<file path="config.mk">
export PLATFORM = sky130hd
export DESIGN_NAME = tpr_mul
export DESIGN_NICKNAME = d
export VERILOG_FILES = /design/src/rtl/tpr_pkg.sv /design/src/rtl/tpr_mul.sv
export SDC_FILE = /design/constraint.sdc
export NUM_CORES = 1
export LEC_CHECK = 0
export BUFFER_PORTS_ARGS = -buffer_cell sky130_fd_sc_hd__buf_4
export CAP_MARGIN = 15
export CORE_MARGIN = 4
export CORE_UTILIZATION = 35
export DETAILED_ROUTE_END_ITERATION = 10
export SLEW_MARGIN = 5
export SYNTH_ARGS = -nofsm -noshare
export SYNTH_HDL_FRONTEND = slang
export SYNTH_SLANG_ARGS = --single-unit
</file>
<file path="constraint.sdc">
create_clock -name i_clk -period 15.8 [get_ports i_clk]
set_input_delay 3.16 -clock i_clk [delete_from_list [all_inputs] [get_ports i_clk]]
set_output_delay 3.16 -clock i_clk [all_outputs]
set_load 0.05 [all_outputs]
</file>
<file path="src/rtl/tpr_pkg.sv">
`default_nettype none

package tpr_pkg;

    // default values for the top level parameters
    localparam int unsigned TICKS_PER_SECOND_DEF = 1000;
    localparam int unsigned MIN_SAMPLES_DEF      = 10;
    localparam int unsigned LOWER_HDR_BYTES_DEF  = 34;

    // shared divider geometry
    localparam int unsigned DIV_NUM_W = 80;
    localparam int unsigned DIV_DEN_W = 32;
    localparam int unsigned DIV_STEPS = 2;

    // shared multiplier geometry
    localparam int unsigned MUL_A_W   = 64;
    localparam int unsigned MUL_B_W   = 32;
    localparam int unsigned MUL_P_W   = MUL_A_W + MUL_B_W;
    localparam int unsigned MUL_STEPS = 2;

    // configuration register indexes
    localparam int unsigned CFG_IDX_W = 1;
    localparam logic [CFG_IDX_W-1:0] REG_MAX_RATE   = 1'b0;
    localparam logic [CFG_IDX_W-1:0] REG_SAMPLE_LEN = 1'b1;

    typedef struct packed {
        logic [15:0] payload_bytes;
        logic [7:0]  hdr_bytes;
        logic [31:0] now_tick;
    } t_in_item;

    typedef struct packed {
        logic [31:0]        wait_ticks;
        logic signed [31:0] rate_gap;
        logic [31:0]        overall_bps;
        logic [31:0]        window_bps;
    } t_out_item;

    typedef struct packed {
        logic                        go;
        logic signed [DIV_NUM_W-1:0] num;
        logic [DIV_DEN_W-1:0]        den;
    } t_div_req;

    typedef struct packed {
        logic                        done;
        logic signed [DIV_NUM_W:0]   quo;
        logic signed [DIV_DEN_W:0]   rem;
    } t_div_rsp;

    typedef struct packed {
        logic               go;
        logic [MUL_A_W-1:0] a;
        logic [MUL_B_W-1:0] b;
        logic               neg;
    } t_mul_req;

    typedef struct packed {
        logic                      done;
        logic signed [MUL_P_W:0]   prod;
    } t_mul_rsp;

endpackage

`default_nettype wire

</file>
<file path="src/rtl/tpr_mul.sv">
`default_nettype none

module tpr_mul
    import tpr_pkg::*;
(
    input  wire logic     i_clk,
    input  wire logic     i_rst_n,
    input  wire t_mul_req i_req,
    output t_mul_rsp      o_rsp
);

    localparam int unsigned ITER  = MUL_B_W / MUL_STEPS;
    localparam int unsigned CNT_W = $clog2(ITER + 1);

    logic               r_busy;
    logic               r_done;
    logic [CNT_W-1:0]   r_cnt;
    logic [MUL_A_W-1:0] r_a;
    logic [MUL_B_W-1:0] r_b;
    logic [MUL_B_W-1:0] n_b;
    logic [MUL_P_W-1:0] r_acc;
    logic [MUL_P_W-1:0] n_acc;
    logic               r_neg;

    // shift-add over the multiplier bits, msb first
    always_comb begin
        n_acc = r_acc;
        n_b   = r_b;
        for (int s = 0; s < int'(MUL_STEPS); s++) begin
            n_acc = {n_acc[MUL_P_W-2:0], 1'b0}
                  + (n_b[MUL_B_W-1] ? {{MUL_B_W{1'b0}}, r_a} : '0);
            n_b   = {n_b[MUL_B_W-2:0], 1'b0};
        end
    end

    // control
    always_ff @(posedge i_clk) begin
        if (!i_rst_n) begin
            r_busy <= 1'b0;
            r_done <= 1'b0;
            r_cnt  <= '0;
        end else begin
            r_done <= 1'b0;
            if (i_req.go) begin
                r_busy <= 1'b1;
                r_cnt  <= CNT_W'(ITER);
            end else if (r_busy) begin
                r_cnt <= r_cnt - CNT_W'(1);
                if (r_cnt == CNT_W'(1)) begin
                    r_busy <= 1'b0;
                    r_done <= 1'b1;
                end
            end
        end
    end

    // datapath
    always_ff @(posedge i_clk) begin
        if (i_req.go) begin
            r_a   <= i_req.a;
            r_b   <= i_req.b;
            r_acc <= '0;
            r_neg <= i_req.neg;
        end else if (r_busy) begin
            r_b   <= n_b;
            r_acc <= n_acc;
        end
    end

    assign o_rsp.done = r_done;
    assign o_rsp.prod = r_neg ? -$signed({1'b0, r_acc}) : $signed({1'b0, r_acc});

endmodule

`default_nettype wire

</file>
**After elaboration in Yosys (flattened, before gate mapping)**

Cells that the tools add are included.

- Equality and inequality tests: 1
- Reductions and logical operators: 3
- Bitwise logic cells: 2
- $add $sub $neg: 4
- Muxes and demuxes: 11

Operators by type and width:

| cell | count |
|---|---|
| 64-bit two-way mux | 2 |
| 97-bit two-way mux | 1 |
| 96-bit negation with 97-bit output | 1 |
| 96-bit by 64-bit adder with 96-bit output | 1 |
| 95-bit by 64-bit adder with 95-bit output | 1 |
| 32-bit two-way mux | 2 |
| 5-bit two-way mux | 2 |
| 5-bit by 1-bit == test with 1-bit output, second input constant | 1 |
| 5-bit by 1-bit subtractor with 5-bit output, second input constant | 1 |
| 1-bit two-way mux | 4 |
| 3-bit OR reduction | 1 |
| 1-bit inverter | 2 |
| 2-bit nonzero test | 1 |
| 2-bit OR reduction | 1 |

- Input port bits: 100
- Output and inout bits: 98
- Flip-flop bits (word level): 200
- Word-level logic and storage cells: 29

**Logic depth before layout (Yosys ltp)**

- Depth after elaboration: 4
- Mapped depth: 28

**Worst setup path before layout**

No wires, ideal clock.

- Path kind: register to output
- Start: register r_acc[68]
- End: output o_rsp[91] (netlist bit)
- Arrival time: 4.057 ns
- Data required time: 12.640 ns
- Path buffers: 1
- Slack: 8.583 ns
- Cell stages (with the launch flop): 13
- Cells stage by stage: dfxtp_1 -> buf_6 -> or4_4 -> nor4_4 -> or4b_1 -> or4_4 -> or3_4 -> nor3_2 -> nand2b_1 -> or3_4 -> nor3_1 -> o21ai_1 -> xor2_1

RTL lines:

| item | line | RTL |
|---|---|---|
| start: declaration | tpr_mul.sv:21 | `logic [MUL_P_W-1:0] r_acc;` |
| start signal: assignment | tpr_mul.sv:66 | `r_acc <= n_acc;` |
| end: declaration | tpr_mul.sv:9 | `output t_mul_rsp o_rsp` |

==> results.md <==
* Area of the die at 60200 µm²
* Design area at between 20000 and 25000 µm²
* Final worst path period need at slightly above 8 ns
* Least-Margin Pin Slew at 1.19 ns
* Worst IR drop on VDD at 0.0946 mV
* EDFF count, synth at 97
* CP peak stage delay at ~0.74 ns
* Post-synthesis sequential area ratio at 0.252
* Syn Std Cell Area at 19700 µm²
* Routed length on met3 at 4480 µm
* Cells after Synth at 2497
* Top Ports at 198
* Layout area overhead at 12.7%
* Clk slew on worst S/H paths at 0.08 ns
* Die Ht at roughly 250 µm
* Antenna-violating nets left at 0
* Core Region at between 50000 and 60000 µm²
* Rows at 86
* First-pass GRT wire length at between 100000 and 150000 µm
* Postcts setup bufs at 0
* All-Layer GR Usage at 0.231
* Highest metal used: met4
* CTS Buffer Depth at 2
* Area post-placement at 21700 µm²
* Num CTS Buffers at 17
* Crit path launch: r_acc[20]$_SDFFE_PP0P_
* DRT met1 WL at around 33000 µm
* Syn Area/Cell at 7.90 µm²
* Fraction of layout cells with a size suffix above 1 at 0.123
* Unique cell type count in the Yosys netlist at 97
* Final setup TNS at 0 ns
* CP Data Arrival Time at 5.10 ns
* DRC violations left at 0
* Cell chain of the critical path: or4_1 > nor4_1 > nand2b_1 > or3_1 > nor3_1 > nand2_1 > nor4_1 > nand2b_1 > o21ai_0 > xnor2_1 > buf_4
* Main synth FF type: dfxtp_1
* NumNets Final at 2812
* Layout Skew at ~0.022 ns
* Cts hold-fix bufs at 0
* Startpoint types: flop
* CTS tree: done
* Clock Sinks at 200
* HP Class: flop to flop
* Vias in the first global route at 18500
* CP Class: flop to output port
* DRT iter0 DRCs at 2034
* RSZ-0062 raised after global routing: false
* Hold wc startpoint: r_acc[95]$_SDFFE_PP0P_
* Asr flop ratio synth at 0
* Slew margin rel. at 0.205
* Max Clock Freq at 0.121 GHz
* Initial Utilization at 0.356
* H-tree depth at 4
* Met2 routed WL at 33300 µm
* Power consumption at 2.86 mW
* Crit path capture type: output port
* Pre-CTS setup slack at 7.84 ns
* Initial antenna violation count at 0
* Post-cts resize count at 0
* Synth warn at 0
* Flops & latches, synth at 200
* Final Hold Vio Count at 0
* Root Driver: clkbuf_16
* Status: complete, no violations
* Largest fanout on the critical path at 7
* R2R Path Start: r_b[31]$_DFFE_PP_
* Grt ovf at 0
* Final GP Congestion at 0.964
* Vias per cell at 5.82
* Final setup violation count at 0
* DRT Wirelength at 72000 µm
* Post-DP HPWL at 57600 µm
* Leak at 8.56 nW
* Pwr/cell area at 129 nW/µm²
* Vias at 19400
* Syn_nets at 2735
* Drt pass-1 iters at 6
* Clk_lat worst skew at 0.52 ns
* PnR worst setup slack at 7.54 ns
* CP max-delay cell: nor4_1
* Chip Width at 245 µm
* Slew Viols, Final at 0
* Number of diodes at 0
* WP data required at around 13 ns
* Max-cap viol count at 0
* Routed wire per std cell at 21.6 µm
* Period utilization at 0.523
* Port bufs at 197
* Largest net degree at the start of global routing at 85
-- path summary, 6_finish.rpt --
| path | end | slack, ns | cells past startpoint |
|---|---|---|---|
| hold reg to reg | r_acc[95]$_SDFFE_PP0P_ | 0.50 | 2 |
| setup / recovery | o_rsp[84] | 7.54 | 11 |
| hold / removal | r_acc[95]$_SDFFE_PP0P_ | 0.50 | 2 |
| setup reg to reg | r_acc[86]$_SDFFE_PP0P_ | 7.70 | 24 |
-- logic make-up after synthesis --
family,after synthesis,share of synthesized area
AND/OR/NAND/NOR,949,0.245
AO/OA/AOI/OAI,686,0.223
XOR/XNOR,263,0.117
flip-flops,200,0.252
buffers and inverters,194,0.0387
adder cells (fa/ha/maj),138,0.0883
multiplexers,67,0.0359
-- per-stage QoR --
| step | hold WS [ns] | cells | utilization |
|---|---|---|---|
| 3_3_place_gp | 0.481 | 3303 | 0.391 |
| 4_1_cts | 0.502 | 3335 | 0.401 |
| 5_1_grt | 0.547 | 3335 | 0.401 |
| 2_1_floorplan | 0.456 | 2497 | - |
| 3_5_place_dp | 0.491 | 3303 | 0.391 |
| 6_report | 0.501 | 3335 | 0.401 |
-- synthesized netlist by cell type, drive strengths merged (58+ instances only) --
cell,number,share of area
nand3,61,0.016
a21oi,204,0.052
dfxtp,103,0.10
edfxtp,97,0.15
and2,136,0.043
nor3,58,0.015
xnor2,196,0.087
o21ai,163,0.041
nor2,240,0.046
clkbuf,129,0.025
xor2,67,0.030
a21o,59,0.022
ha,136,0.086
nand4,83,0.026
nand2,222,0.042
-- registers in the layout, summed over array words and instances, names as in the netlist --
name / flops
r_cnt: 5
r_done: 1
r_neg: 1
r_acc: 96
r_busy: 1
r_b: 32
r_a: 64
-- per-layer routing --
layer,track usage,vias to the layer above
met5,0,-
met1,0.315,9264
met3,0.0345,102
met4,0.0669,0
met2,0.380,760
li1,-,9281
-- power breakdown --
part           internal, mW  switching [mW]  leakage [nW]
registers             0.610           0.101          1.80
logic                 0.584            1.11          6.48
clock network         0.211           0.243         0.283
total                  1.40            1.45          8.56
-- cells in the final DEF (no fill, tap or decap), drive strengths merged, types with 58 or more instances in the layout --
master,n
nor2,240
o21ai,163
xor2,67
nand2,222
xnor2,196
nor3,58
a21o,59
a21oi,204
and2,136
nand3,61
dfxtp,103
ha,136
buf,210
nand4,83
edfxtp,97
-- final cells by class --
type	count	area, µm²
Clock buffer	17	425
Multi-Input combinational cell	2103	14000
Sequential cell	200	4980
Timing Repair Buffer	210	1580
Inverter	42	158
Fill cell	5697	33200
Clock inverter	15	156
Tap cell	748	936
-- critical path: cells and delay by family (launching register included) --
family	cells	cell delay, ns
simple gates	8	3.42
compound gates	1	0.28
xor+xnor	1	0.21
buf+inv	1	0.27
flops	1	0.38
Note: power is estimated with default switching activity, not from simulation.
